### config.mk
export PLATFORM = sky130hd
export DESIGN_NAME = clipped_alpha_blitter
export DESIGN_NICKNAME = d
export VERILOG_FILES = /design/src/hw/rtl/cab_pkg.sv /design/src/hw/rtl/clipped_alpha_blitter.sv /design/src/hw/rtl/cab_regs.sv /design/src/hw/rtl/cab_scan.sv /design/src/hw/rtl/cab_pipe.sv
export SDC_FILE = /design/constraint.sdc
export NUM_CORES = 2
export LEC_CHECK = 0
export ABC_AREA = 1
export BUFFER_PORTS_ARGS = -buffer_cell sky130_fd_sc_hd__buf_2
export CAP_MARGIN = 20
export CORE_MARGIN = 2
export CORE_UTILIZATION = 50
export DETAILED_ROUTE_END_ITERATION = 8
export MAX_ROUTING_LAYER = met4
export PLACE_DENSITY_LB_ADDON = 0.05
export SLEW_MARGIN = 0
export SYNTH_ARGS = -nofsm -noshare
export SYNTH_HDL_FRONTEND = slang
export SYNTH_SLANG_ARGS = --single-unit
### constraint.sdc
create_clock -name clk -period 9.19 [get_ports clk]
set_clock_uncertainty 0.15 [all_clocks]
set_input_delay 1.838 -clock clk [delete_from_list [all_inputs] [get_ports clk]]
set_output_delay 1.838 -clock clk [all_outputs]
set_load 0.02 [all_outputs]
### src/hw/rtl/cab_pkg.sv
`timescale 1ns / 1ps
`default_nettype none
// ----------------------------------------------------------------------------
// Clipped alpha blitter package
// Shared types, register indexes and constants for the blitter modules.
// ----------------------------------------------------------------------------
package cab_pkg;

  // Configuration port.
  localparam int CFG_W     = 16;
  localparam int CFG_IDX_W = 3;

  typedef enum logic [CFG_IDX_W-1:0] {
    CFG_SURFACE_WIDTH  = 3'd0,
    CFG_SURFACE_HEIGHT = 3'd1,
    CFG_PLACE_X        = 3'd2,
    CFG_PLACE_Y        = 3'd3,
    CFG_RECT_WIDTH     = 3'd4,
    CFG_RECT_HEIGHT    = 3'd5,
    CFG_SOURCE_STRIDE  = 3'd6,
    CFG_BLEND_ENABLE   = 3'd7
  } cfg_reg_t;

  // Register and geometry widths.
  localparam int DIM_CFG_W = 13;
  localparam int STRIDE_W  = 16;
  localparam int GEO_W     = 16;
  localparam int CLIP_W    = GEO_W + 1;

  localparam int MAX_SURFACE_DIM_DEF = 4096;

  localparam logic [31:0] OPAQUE_ALPHA = 32'hFF00_0000;
  localparam logic [7:0]  FULL_ALPHA   = 8'd255;

  // Transaction payloads.
  typedef struct packed {
    logic [31:0] source_pixel;
    logic [31:0] surface_pixel;
  } in_item_t;

  typedef struct packed {
    logic [23:0] dest_index;
    logic [27:0] source_offset;
    logic [31:0] new_pixel;
    logic        write_enable;
    logic        region_end;
  } out_item_t;

  // Clipped region geometry derived from the configuration registers.
  typedef struct packed {
    logic                active;
    logic [GEO_W-1:0]    x0;
    logic [GEO_W-1:0]    y0;
    logic [GEO_W-1:0]    sx;
    logic [GEO_W-1:0]    sy;
    logic [GEO_W-1:0]    cw;
    logic [GEO_W-1:0]    ch;
    logic [GEO_W-1:0]    sw;
    logic [STRIDE_W-1:0] stride;
    logic                blend;
  } geom_t;

  // Position of the current pixel in surface and source coordinates.
  typedef struct packed {
    logic [GEO_W-1:0] row_abs;
    logic [GEO_W-1:0] col_abs;
    logic [GEO_W-1:0] src_row;
    logic [GEO_W-1:0] src_col;
    logic             last;
  } scan_t;

endpackage
`default_nettype wire

### src/hw/rtl/clipped_alpha_blitter.sv
`timescale 1ns / 1ps
`default_nettype none
// ----------------------------------------------------------------------------
// Clipped alpha blitter
// Walks a rectangle clipped to the surface and blends source over destination.
// ----------------------------------------------------------------------------
// An accepted transaction passes the capture, multiply and result registers before out_valid shows it.
// Throughput: one pixel per cycle; a stage advances when the next is empty or moving.
// in_ready drops for one cycle after each configuration write while the
// registered clip geometry is recomputed.
// Reset clears the configuration registers, geom.active, the scan counters and the pipeline valid bits.
// Transactions for an empty region are accepted and give no result.
module clipped_alpha_blitter import cab_pkg::*; #(
  parameter int MAX_SURFACE_DIM = MAX_SURFACE_DIM_DEF
) (
  input  wire logic                 clk,
  input  wire logic                 rst,
  input  wire logic                 cfg_write,
  input  wire logic [CFG_IDX_W-1:0] cfg_index,
  input  wire logic [CFG_W-1:0]     cfg_data,
  input  wire logic                 in_valid,
  output logic                      in_ready,
  input  wire in_item_t             in_data,
  output logic                      out_valid,
  input  wire logic                 out_ready,
  output out_item_t                 out_data
);

  geom_t geom;
  scan_t pos;
  logic  settle;
  logic  s1_ready;
  logic  take;

  cab_regs #(
    .MAX_SURFACE_DIM(MAX_SURFACE_DIM)
  ) u_regs (
    .clk       (clk),
    .rst       (rst),
    .cfg_write (cfg_write),
    .cfg_index (cfg_index),
    .cfg_data  (cfg_data),
    .geom      (geom),
    .settle    (settle)
  );

  // Accepted transactions step the scan only when the region is not empty.
  assign in_ready = s1_ready && !settle;
  assign take     = in_valid && in_ready && geom.active;

  cab_scan #(
    .MAX_SURFACE_DIM(MAX_SURFACE_DIM)
  ) u_scan (
    .clk     (clk),
    .rst     (rst),
    .geom    (geom),
    .clear   (cfg_write),
    .advance (take),
    .pos     (pos)
  );

  cab_pipe u_pipe (
    .clk       (clk),
    .rst       (rst),
    .take      (take),
    .item      (in_data),
    .pos       (pos),
    .geom      (geom),
    .s1_ready  (s1_ready),
    .out_valid (out_valid),
    .out_ready (out_ready),
    .out_data  (out_data)
  );

  // No transaction is taken while the geometry catches up with a write.
  assert property (@(posedge clk) disable iff (rst) cfg_write |=> !in_ready)
    else $error("input accepted before geometry settled");

endmodule
`default_nettype wire

### src/hw/rtl/cab_regs.sv
`timescale 1ns / 1ps
`default_nettype none
// ----------------------------------------------------------------------------
// Blitter configuration registers
// Holds the register file and registers the clipped region geometry.
// ----------------------------------------------------------------------------
module cab_regs import cab_pkg::*; #(
  parameter int MAX_SURFACE_DIM = MAX_SURFACE_DIM_DEF
) (
  input  wire logic                 clk,
  input  wire logic                 rst,
  input  wire logic                 cfg_write,
  input  wire logic [CFG_IDX_W-1:0] cfg_index,
  input  wire logic [CFG_W-1:0]     cfg_data,
  output geom_t                     geom,
  output logic                      settle
);

  localparam logic [GEO_W-1:0] MAX_DIM = GEO_W'(MAX_SURFACE_DIM);

  logic [DIM_CFG_W-1:0] surface_width;
  logic [DIM_CFG_W-1:0] surface_height;
  logic [DIM_CFG_W-1:0] place_x;
  logic [DIM_CFG_W-1:0] place_y;
  logic [DIM_CFG_W-1:0] rect_width;
  logic [DIM_CFG_W-1:0] rect_height;
  logic [STRIDE_W-1:0]  source_stride;
  logic                 blend_enable;

  logic [GEO_W-1:0]         sw_sat, sh_sat, rw_sat, rh_sat;
  logic signed [CLIP_W-1:0] px, py, x1, y1, x1c, y1c, x0c, y0c, sxv, syv, cwv, chv;
  logic signed [CLIP_W-1:0] sw_s, sh_s, rw_s, rh_s;
  geom_t                    geom_next;

  function automatic logic [GEO_W-1:0] sat_dim(input logic [DIM_CFG_W-1:0] v);
    logic [GEO_W-1:0] w;
    w = GEO_W'(v);
    return (w > MAX_DIM) ? MAX_DIM : w;
  endfunction

  // Register writes; any write restarts the region through the scan counters.
  always_ff @(posedge clk) begin
    if (rst) begin
      surface_width  <= '0;
      surface_height <= '0;
      place_x        <= '0;
      place_y        <= '0;
      rect_width     <= '0;
      rect_height    <= '0;
      source_stride  <= '0;
      blend_enable   <= 1'b0;
    end else if (cfg_write) begin
      unique case (cfg_reg_t'(cfg_index))
        CFG_SURFACE_WIDTH:  surface_width  <= cfg_data[DIM_CFG_W-1:0];
        CFG_SURFACE_HEIGHT: surface_height <= cfg_data[DIM_CFG_W-1:0];
        CFG_PLACE_X:        place_x        <= cfg_data[DIM_CFG_W-1:0];
        CFG_PLACE_Y:        place_y        <= cfg_data[DIM_CFG_W-1:0];
        CFG_RECT_WIDTH:     rect_width     <= cfg_data[DIM_CFG_W-1:0];
        CFG_RECT_HEIGHT:    rect_height    <= cfg_data[DIM_CFG_W-1:0];
        CFG_SOURCE_STRIDE:  source_stride  <= cfg_data[STRIDE_W-1:0];
        CFG_BLEND_ENABLE:   blend_enable   <= cfg_data[0];
        default:            blend_enable   <= blend_enable;
      endcase
    end
  end

  // Clip the placed rectangle against the surface.
  always_comb begin
    sw_sat = sat_dim(surface_width);
    sh_sat = sat_dim(surface_height);
    rw_sat = sat_dim(rect_width);
    rh_sat = sat_dim(rect_height);
    sw_s   = $signed({1'b0, sw_sat});
    sh_s   = $signed({1'b0, sh_sat});
    rw_s   = $signed({1'b0, rw_sat});
    rh_s   = $signed({1'b0, rh_sat});
    px     = $signed({{(CLIP_W-DIM_CFG_W){place_x[DIM_CFG_W-1]}}, place_x});
    py     = $signed({{(CLIP_W-DIM_CFG_W){place_y[DIM_CFG_W-1]}}, place_y});
    x1     = px + rw_s;
    y1     = py + rh_s;
    x0c    = px[CLIP_W-1] ? '0 : px;
    y0c    = py[CLIP_W-1] ? '0 : py;
    sxv    = px[CLIP_W-1] ? -px : '0;
    syv    = py[CLIP_W-1] ? -py : '0;
    x1c    = (x1 > sw_s) ? sw_s : x1;
    y1c    = (y1 > sh_s) ? sh_s : y1;
    cwv    = x1c - x0c;
    chv    = y1c - y0c;

    geom_next.active = !cwv[CLIP_W-1] && (cwv != '0) && !chv[CLIP_W-1] && (chv != '0);
    geom_next.x0     = x0c[GEO_W-1:0];
    geom_next.y0     = y0c[GEO_W-1:0];
    geom_next.sx     = sxv[GEO_W-1:0];
    geom_next.sy     = syv[GEO_W-1:0];
    geom_next.cw     = cwv[GEO_W-1:0];
    geom_next.ch     = chv[GEO_W-1:0];
    geom_next.sw     = sw_sat;
    geom_next.stride = (source_stride != '0) ? source_stride
                                             : STRIDE_W'({rw_sat, 2'b00});
    geom_next.blend  = blend_enable;
  end

  // Geometry register; settle covers the cycle in which it catches up.
  always_ff @(posedge clk) begin
    if (rst) begin
      geom.active <= 1'b0;
      settle      <= 1'b0;
    end else begin
      geom.active <= geom_next.active;
      settle      <= cfg_write;
    end
    geom.x0     <= geom_next.x0;
    geom.y0     <= geom_next.y0;
    geom.sx     <= geom_next.sx;
    geom.sy     <= geom_next.sy;
    geom.cw     <= geom_next.cw;
    geom.ch     <= geom_next.ch;
    geom.sw     <= geom_next.sw;
    geom.stride <= geom_next.stride;
    geom.blend  <= geom_next.blend;
  end

endmodule
`default_nettype wire

### src/hw/rtl/cab_scan.sv
`timescale 1ns / 1ps
`default_nettype none
// ----------------------------------------------------------------------------
// Blitter region scanner
// Column and row counters that walk the clipped region in raster order.
// ----------------------------------------------------------------------------
module cab_scan import cab_pkg::*; #(
  parameter int MAX_SURFACE_DIM = MAX_SURFACE_DIM_DEF
) (
  input  wire logic  clk,
  input  wire logic  rst,
  input  wire geom_t geom,
  input  wire logic  clear,
  input  wire logic  advance,
  output scan_t      pos
);

  localparam int CNT_W = $clog2(MAX_SURFACE_DIM);

  logic [CNT_W-1:0] column_count;
  logic [CNT_W-1:0] row_count;
  logic [GEO_W:0]   col_inc, row_inc;
  logic             col_wrap, row_wrap;

  // Next counts and the position of the current pixel.
  always_comb begin
    col_inc     = (GEO_W+1)'(column_count) + 1'b1;
    row_inc     = (GEO_W+1)'(row_count) + 1'b1;
    col_wrap    = col_inc >= {1'b0, geom.cw};
    row_wrap    = row_inc >= {1'b0, geom.ch};
    pos.col_abs = geom.x0 + GEO_W'(column_count);
    pos.row_abs = geom.y0 + GEO_W'(row_count);
    pos.src_col = geom.sx + GEO_W'(column_count);
    pos.src_row = geom.sy + GEO_W'(row_count);
    pos.last    = col_wrap && row_wrap;
  end

  // Counters step once per accepted transaction and restart on a write.
  always_ff @(posedge clk) begin
    if (rst || clear) begin
      column_count <= '0;
      row_count    <= '0;
    end else if (advance) begin
      if (col_wrap) begin
        column_count <= '0;
        row_count    <= row_wrap ? '0 : row_inc[CNT_W-1:0];
      end else begin
        column_count <= col_inc[CNT_W-1:0];
      end
    end
  end

  // The last pixel of the region brings both counters back to the start.
  assert property (@(posedge clk) disable iff (rst)
    advance && pos.last |=> column_count == '0 && row_count == '0)
    else $error("scan counters did not restart after the last pixel");

endmodule
`default_nettype wire

### src/hw/rtl/cab_pipe.sv
`timescale 1ns / 1ps
`default_nettype none
// ----------------------------------------------------------------------------
// Blitter datapath pipeline
// Three stages: capture, multiply (addresses and channel mix), result.
// ----------------------------------------------------------------------------
module cab_pipe import cab_pkg::*; (
  input  wire logic     clk,
  input  wire logic     rst,
  input  wire logic     take,
  input  wire in_item_t item,
  input  wire scan_t    pos,
  input  wire geom_t    geom,
  output logic          s1_ready,
  output logic          out_valid,
  input  wire logic     out_ready,
  output out_item_t     out_data
);

  // Stage 1: captured transaction and position.
  logic     v1;
  in_item_t item1;
  scan_t    pos1;

  // Stage 2: products and channel sums.
  logic                        v2;
  logic [2*GEO_W-1:0]          prod_d;
  logic [GEO_W+STRIDE_W-1:0]   prod_s;
  logic [GEO_W-1:0]            col2, scol2;
  logic [2:0][15:0]            mix2, mix_next;
  logic [31:0]                 src2, dst2;
  logic                        blend2, last2;

  // Stage 3: result register.
  logic      v3;
  out_item_t out_next;

  logic r2, r3;

  // Each stage moves when the stage after it is empty or moving.
  assign r3        = !v3 || out_ready;
  assign r2        = !v2 || r3;
  assign s1_ready  = !v1 || r2;
  assign out_valid = v3;

  always_ff @(posedge clk) begin
    if (rst) begin
      v1 <= 1'b0;
      v2 <= 1'b0;
      v3 <= 1'b0;
    end else begin
      if (s1_ready) v1 <= take;
      if (r2)       v2 <= v1;
      if (r3)       v3 <= v2;
    end
  end

  always_ff @(posedge clk) begin
    if (s1_ready) begin
      item1 <= item;
      pos1  <= pos;
    end
  end

  // Channel products: s*a + d*(255-a).
  always_comb begin
    logic [7:0] a;
    a = item1.source_pixel[31:24];
    for (int c = 0; c < 3; c++) begin
      mix_next[c] = 16'(item1.source_pixel[8*c +: 8]) * 16'(a)
                  + 16'(item1.surface_pixel[8*c +: 8]) * 16'(FULL_ALPHA - a);
    end
  end

  always_ff @(posedge clk) begin
    if (r2) begin
      prod_d <= (2*GEO_W)'(pos1.row_abs) * (2*GEO_W)'(geom.sw);
      prod_s <= (GEO_W+STRIDE_W)'(pos1.src_row) * (GEO_W+STRIDE_W)'(geom.stride);
      col2   <= pos1.col_abs;
      scol2  <= pos1.src_col;
      mix2   <= mix_next;
      src2   <= item1.source_pixel;
      dst2   <= item1.surface_pixel;
      blend2 <= geom.blend;
      last2  <= pos1.last;
    end
  end

  // Final sums, division by 255 and pixel selection.
  always_comb begin
    logic [2*GEO_W-1:0]        didx_sum;
    logic [GEO_W+STRIDE_W-1:0] soff_sum;
    logic [16:0]               q;
    logic [31:0]               mixed;
    didx_sum = prod_d + (2*GEO_W)'(col2);
    soff_sum = prod_s + (GEO_W+STRIDE_W)'({scol2, 2'b00});
    mixed    = OPAQUE_ALPHA;
    // x/255 for x up to 255*255 is (x + (x >> 8) + 1) >> 8.
    for (int c = 0; c < 3; c++) begin
      q = 17'(mix2[c]) + 17'(mix2[c][15:8]) + 17'd1;
      mixed[8*c +: 8] = q[15:8];
    end
    out_next.dest_index    = didx_sum[23:0];
    out_next.source_offset = soff_sum[27:0];
    out_next.region_end    = last2;
    out_next.write_enable  = 1'b1;
    out_next.new_pixel     = src2;
    if (blend2) begin
      if (src2[31:24] == '0) begin
        out_next.write_enable = 1'b0;
        out_next.new_pixel    = dst2;
      end else if (src2[31:24] != FULL_ALPHA) begin
        out_next.new_pixel = mixed;
      end
    end
  end

  always_ff @(posedge clk) begin
    if (r3) out_data <= out_next;
  end

  // Reset empties the result register.
  assert property (@(posedge clk) rst |=> !out_valid)
    else $error("result valid right after reset");

  // A transaction taken into the pipeline occupies the capture stage.
  assert property (@(posedge clk) disable iff (rst) take && s1_ready |=> v1)
    else $error("captured transaction lost");

endmodule
`default_nettype wire
### Word-level counts from Yosys, hierarchy flattened

Index checks and enable logic that the tools add are counted.

| storage, ports and cells | value |
|---|---|
| output and inout port bits | 88 |
| flip-flop bits (word level) | 666 |

| cells by class | value |
|---|---|
| reductions and logical operators | 31 |
| $lt $le $gt $ge | 8 |
| multiplexer cells | 15 |
| multipliers | 8 |
| equal/unequal tests | 8 |
| add/sub/neg operators | 24 |

Operator list:

| cell | number |
|---|---|
| adder 16 x 12 -> 16 bit | 4 |
| two-way mux 32 bit | 2 |
| greater-than comparator 13 bit, second input constant | 4 |
| two-way mux 13 bit | 4 |
| adder 16 x 1 -> 16 bit, second input constant | 3 |
| adder 16 bit | 3 |
| adder 16 x 8 -> 16 bit | 3 |
| multiplier 8 x 16 -> 16 bit | 3 |
| multiplier 8 x 8 -> 16 bit | 3 |
| two-way mux 12 bit | 4 |
| greater-or-equal comparator 17 x 16 -> 1 bit | 2 |
| greater-than comparator 17 bit | 2 |
| two-way mux 17 bit | 2 |
| nonzero test 17 bit | 2 |
| subtractor 17 bit | 2 |
| two-way mux 33 bit | 1 |
| negator 16 bit | 2 |
| adder 13 x 14 -> 15 bit | 2 |
| adder 28 x 18 -> 28 bit | 1 |
| multiplier 16 x 16 -> 28 bit | 1 |
| adder 12 x 1 -> 13 bit, second input constant | 2 |
| adder 24 x 16 -> 24 bit | 1 |
| multiplier 16 x 16 -> 24 bit | 1 |
| AND reduction 2 bit | 9 |
| 13 further kinds | 31 |

### Longest topological paths before layout

| depth | value |
|---|---|
| depth after elaboration | 10 |
| gate-level depth with buffers | 44 |

### Cells and area by module

A second synthesis with hierarchy kept.

| unflattened totals | value |
|---|---|
| cell total of the unflattened synthesis | 7576 |
| area, all modules | 62164.6 um^2 |

By module, submodules not included:

| module | area each (um^2) | cells an instance | times used | sequential area each (um^2) |
|---|---|---|---|---|
| cab_pipe | 46627.2 | 5322 | 1 | 12462.0 |
| cab_regs | 10757.8 | 1488 | 1 | 4304.1 |
| cab_scan | 4755.8 | 761 | 1 | 480.5 |
| clipped_alpha_blitter | 23.8 | 5 | 1 | 0.0 |

### Least setup slack after synthesis

Ideal clock, no wire load.

| path | value |
|---|---|
| path kind | in2reg |
| start point | input out_ready |
| end point | register u_pipe.item1[0] (netlist name), enable pin |
| path buffers | 0 |
| stages on the path | 6 |
| arrival | 7.877 ns |
| slack | 0.687 ns |
| required time | 8.564 ns |
| setup time | 0.476 ns |
| cells stage by stage | inv_1 -> nand2_2 -> nor2_1 -> inv_2 -> nor2_1 -> inv_1 |

| between the ends | value |
|---|---|
| cells in the longest elaborated chain, start to end | 3 |

RTL lines:

| what | RTL line | text |
|---|---|---|
| from (decl) | clipped_alpha_blitter.sv:25 | `input wire logic out_ready,` |
| logical OR 1 bit | cab_pipe.sv:41 | `assign r3 = !v3 \|\| out_ready;` |
| via u_pipe.r3 | cab_pipe.sv:38 | `logic r2, r3;` |
| logical OR 1 bit | cab_pipe.sv:42 | `assign r2 = !v2 \|\| r3;` |
| via u_pipe.r2 | cab_pipe.sv:38 |  |
| logical OR 1 bit | cab_pipe.sv:43 | `assign s1_ready = !v1 \|\| r2;` |
| to (signal assigned) | cab_pipe.sv:60 | `item1 <= item;` |
| to (decl) | cab_pipe.sv:22 | `in_item_t item1;` |

The timed path passes the listed nets, and every way through them passes these cells.
A chain may end at the register's enable or synchronous reset.

### Worst setup path in the final report

| path | value |
|---|---|
| start point | register u_regs.geom[5] (netlist name) |
| end point | register u_pipe.prod_s[24], data pin |

| between the ends | value |
|---|---|
| cells in the longest elaborated chain, start to end | 1 |

RTL lines:

| what | RTL line | text |
|---|---|---|
| multiplier 16 x 16 -> 28 bit | cab_pipe.sv:78 | `prod_s <= (GEO_W+STRIDE_W)'(pos1.src_row) * (GEO_W+STRIDE_W)'(geom.stride);` |
| to (signal assigned) | cab_pipe.sv:78 |  |
| to (decl) | cab_pipe.sv:28 | `logic [GEO_W+STRIDE_W-1:0] prod_s;` |

No other way between the ends.

==> impl_metrics.csv <==
group,metric,value,unit
detailed_routing,wirelength_met1,68310,um
setup_path,path_cells,"nand2_1, fa_1, inv_1, fa_1, fa_1, inv_1, fa_1, inv_1, fa_1, fa_1, ha_1, nand2_1, nor2_1, nor3b_1, nand4_1, nand3_1, nand3_1, nand2_1, a31oi_1, xor2_1",
outcome,run_status,"complete, no violations",
worst_hold_path,hp-class,"register to register",
clock_network,path_clk_slew,0.07,ns
timing,finalSetupTns,0,ns
die,start_util,0.5018,
layout,instances_no_fill,8022,
global_route,first_global_vias,41310,
yosys,synth_top_family_by_area,"adder cells",
timing,fin_crit_sh,0.7006,
yosys,synth_adder_area_share,0.3395,
clock_network,clk_latency,0.67,ns
global_route,grt_usage,0.2630,
pwr,powerDensity,209.7,mW/mm2
yosys,synth-simple-area-share,0.1455,
layout,fin_nets,7705,
detailed_routing,ant_nets,0,
global_route,grt_max_degree,84,
clock_network,hold_buffers,0,
yosys,synthCells,6372,
yosys,yosysMostFrequentCell,"inv_1",
die,num_rows,123,
timing,tightestPinTransition,1.013,ns
yosys,ys_ff_latch,646,
clock_network,cts_setup_buffers,0,
yosys,syn_area_per_cell,8.823,um2
place,pre_cts_ws,2.863,ns
setup_path,cp.arrival,6.69,ns
clock_network,cts_tree,"yes",
yosys,yosysSeqAreaShare,0.3020,
detailed_routing,drt-total-wl,143700,um
clock_network,clock_sinks,646,
timing,setup_violations,0,
place,place_congestion,0.9002,
setup_path,critical_path.most_common_cell,"fa_1",
layout,area_delta_synth_final,8.664,%
detailed_routing,routed.top_layer,"met4",
pwr,power.leakage,32.16,nW
setup_path,cp_slowest_cell,"dfxtp_1",
yosys,synth_top_cell_by_area,"edfxtp_1",
clock_network,cts_resized,0,
yosys,synthArstFlopShare,0,
global_route,grt_overflow,0,
timing,period_minus_slack,6.438,ns
yosys,synth_cell_type_count,56,
place,portBuffers,175,
detailed_routing,drcViolationCount,0,
timing,rsz0062_at_grt,"false",
die,core,0.1120,mm2
place,dp_hpwl,112200,um
layout,fillers,10470,
setup_path,end_kind,"register",
detailed_routing,wl_met2,61570,um
global_route,antenna_found_initial,5,
timing,setup_ws,2.752,ns
pwr,vdd_drop_max,307.6,uV
yosys,synth_xor_area_frac,0.03957,
detailed_routing,vias,40960,
detailed_routing,firstDrtPassIters,5,
yosys,synth-edff-count,404,
detailed_routing,routedWlPerCell,17.92,um
die,ios,176,
global_route,grt_pass1_wl,229000,um
timing,slew-limit-headroom,0.3232,
yosys,ys.flop_type,"edfxtp_1",
yosys,syn-cell-area,0.05622,mm2
yosys,synth_compound_area_frac,0.06628,
place,placed_cells,7874,
clock_network,clk_path_buf_depth,3,
timing,drv_slew,0,
clock_network,cts_htree_levels,3,
clock_network,cts_inserted_buffers,79,
setup_path,required,9.44,ns
yosys,synthMuxAreaShare,0,
yosys,synth.area.top_cells,"edfxtp_1 (22%), fa_1 (22%), ha_1 (12%)",
detailed_routing,wl_met3,10330,um
detailed_routing,drt_iter0_markers,2895,
setup_path,critPathLaunchType,"register",
yosys,synth_top_cell_area_share,0.2158,
clock_network,root_buffer,"clkbuf_16",
layout,drive_gt1_frac,0.05797,
detailed_routing,routed_via_density,5.105,
timing,hold_viol_final,0,
yosys,synth_commonest_cells,"inv_1 (1,381), nand2_1 (1,296), fa_1 (606)",
setup_path,cp_max_fo,16,
timing,fmax,155.3,MHz
die,die_y,339.3,um
setup_path,max_stage_delay,0.79,ns
die,design.die.area,0.1151,mm2
yosys,yosysWarnings,0,
setup_path,critPathKind,"register to register",
run,cap_violations,0,
die,fp.dieW,339.3,um
## cell usage in the layout (no fill, tap or decap), drive strengths merged, types with 4 or more instances in the layout
cell type	instances
a211oi	5
a21boi	8
a21o	9
a21oi	329
a22oi	11
a31oi	18
buf	196
bufinv	6
clkbuf	98
clkinv	35
clkinvlp	9
conb	9
dfxtp	242
edfxtp	404
fa	606
ha	556
inv	1390
nand2	1311
nand3	146
nand3b	4
nand4	38
nor2	449
nor3	39
nor3b	6
nor4	20
o211ai	8
o21a	7
o21ai	268
o21bai	17
o31ai	5
or2	7
xnor2	85
xor2	169
## layout make-up
cell class	count	area (um2)	area share
sequential	646	16980	0.2779
timing repair buffer	196	1033	0.01692
clock buffer	98	2152	0.03523
inverter	1391	5234	0.08568
clock inverter	49	554.3	0.009073
multi-input combinational	4141	33260	0.5444
tap	1500	1877	0.03072
antenna	1	2.502	0.00004096
## metrics by stage
step	utilization	hold WS, ns	instance area [um2]	total power, mW
after floorplan	-	0.1759	56250	8.230
after global placement	0.5211	0.2250	58380	9.641
after detailed placement	0.5211	0.2228	58380	9.661
after CTS	0.5452	0.2316	61090	12.96
after global routing	0.5453	0.2355	61090	13.98
final	0.5453	0.2280	61090	12.81
## registers in the layout, indices dropped and copies added, names as in the netlist, 12 cells and up
signal / flops
u_regs.rect_width: 13
u_pipe.out_data: 86
u_regs.source_stride: 16
u_pipe.col2: 13
u_regs.surface_height: 13
u_regs.place_y: 13
u_regs.place_x: 13
u_pipe.dst2: 32
u_pipe.pos1: 59
u_pipe.prod_s: 28
u_regs.rect_height: 13
u_pipe.item1: 64
u_pipe.src2: 32
u_scan.row_count: 12
u_pipe.mix2: 48
u_scan.column_count: 12
u_pipe.prod_d: 24
u_regs.surface_width: 13
u_pipe.scol2: 16
u_regs.geom: 119
## critical path, delay by kind of cell, from the launching register on
kind,cells,cell delay [ns]
simple gates,8,1.34
buf+inv,3,0.16
xor+xnor,1,0.16
flops,1,0.79
compound gates,1,0.10
fa+ha+maj,7,3.46
## layer usage
layer,vias up,global-route usage
met5,-,-
met4,0,0.06480
met3,200,0.05119
met2,1189,0.3878
met1,19650,0.3736
li1,19920,-
## power by group
| part | total (mW) | switching, mW | internal [mW] |
|---|---|---|---|
| clock network | 3.21 | 1.34 | 1.87 |
| logic | 5.67 | 3.38 | 2.29 |
| registers | 3.93 | 0.266 | 3.67 |
## final timing paths
path | from | endpoint | slack (ns) | cells after the start
worst min-delay path | u_regs.source_stride[1]$_SDFFE_PP0P_ | u_regs.geom[2]$_SDFF_PN0_ | 0.23 | 0
worst min register to register | u_regs.source_stride[1]$_SDFFE_PP0P_ | u_regs.geom[2]$_SDFF_PN0_ | 0.23 | 0
worst max-delay path | u_regs.geom[5]$_DFF_P_ | u_pipe.prod_s[24]$_DFFE_PP_ | 2.75 | 20
worst max register to register | u_regs.geom[5]$_DFF_P_ | u_pipe.prod_s[24]$_DFFE_PP_ | 2.75 | 20
## cell families (layout without fill, tap and decap cells)
logic type,Yosys count,in the layout
compound gates,693,693
xor+xnor,254,254
fa+ha+maj,1162,1162
buf+inv,1593,1734
flops,646,646
other cells,1,10
simple gates,2023,2023
(Power assumes the default switching activity.)
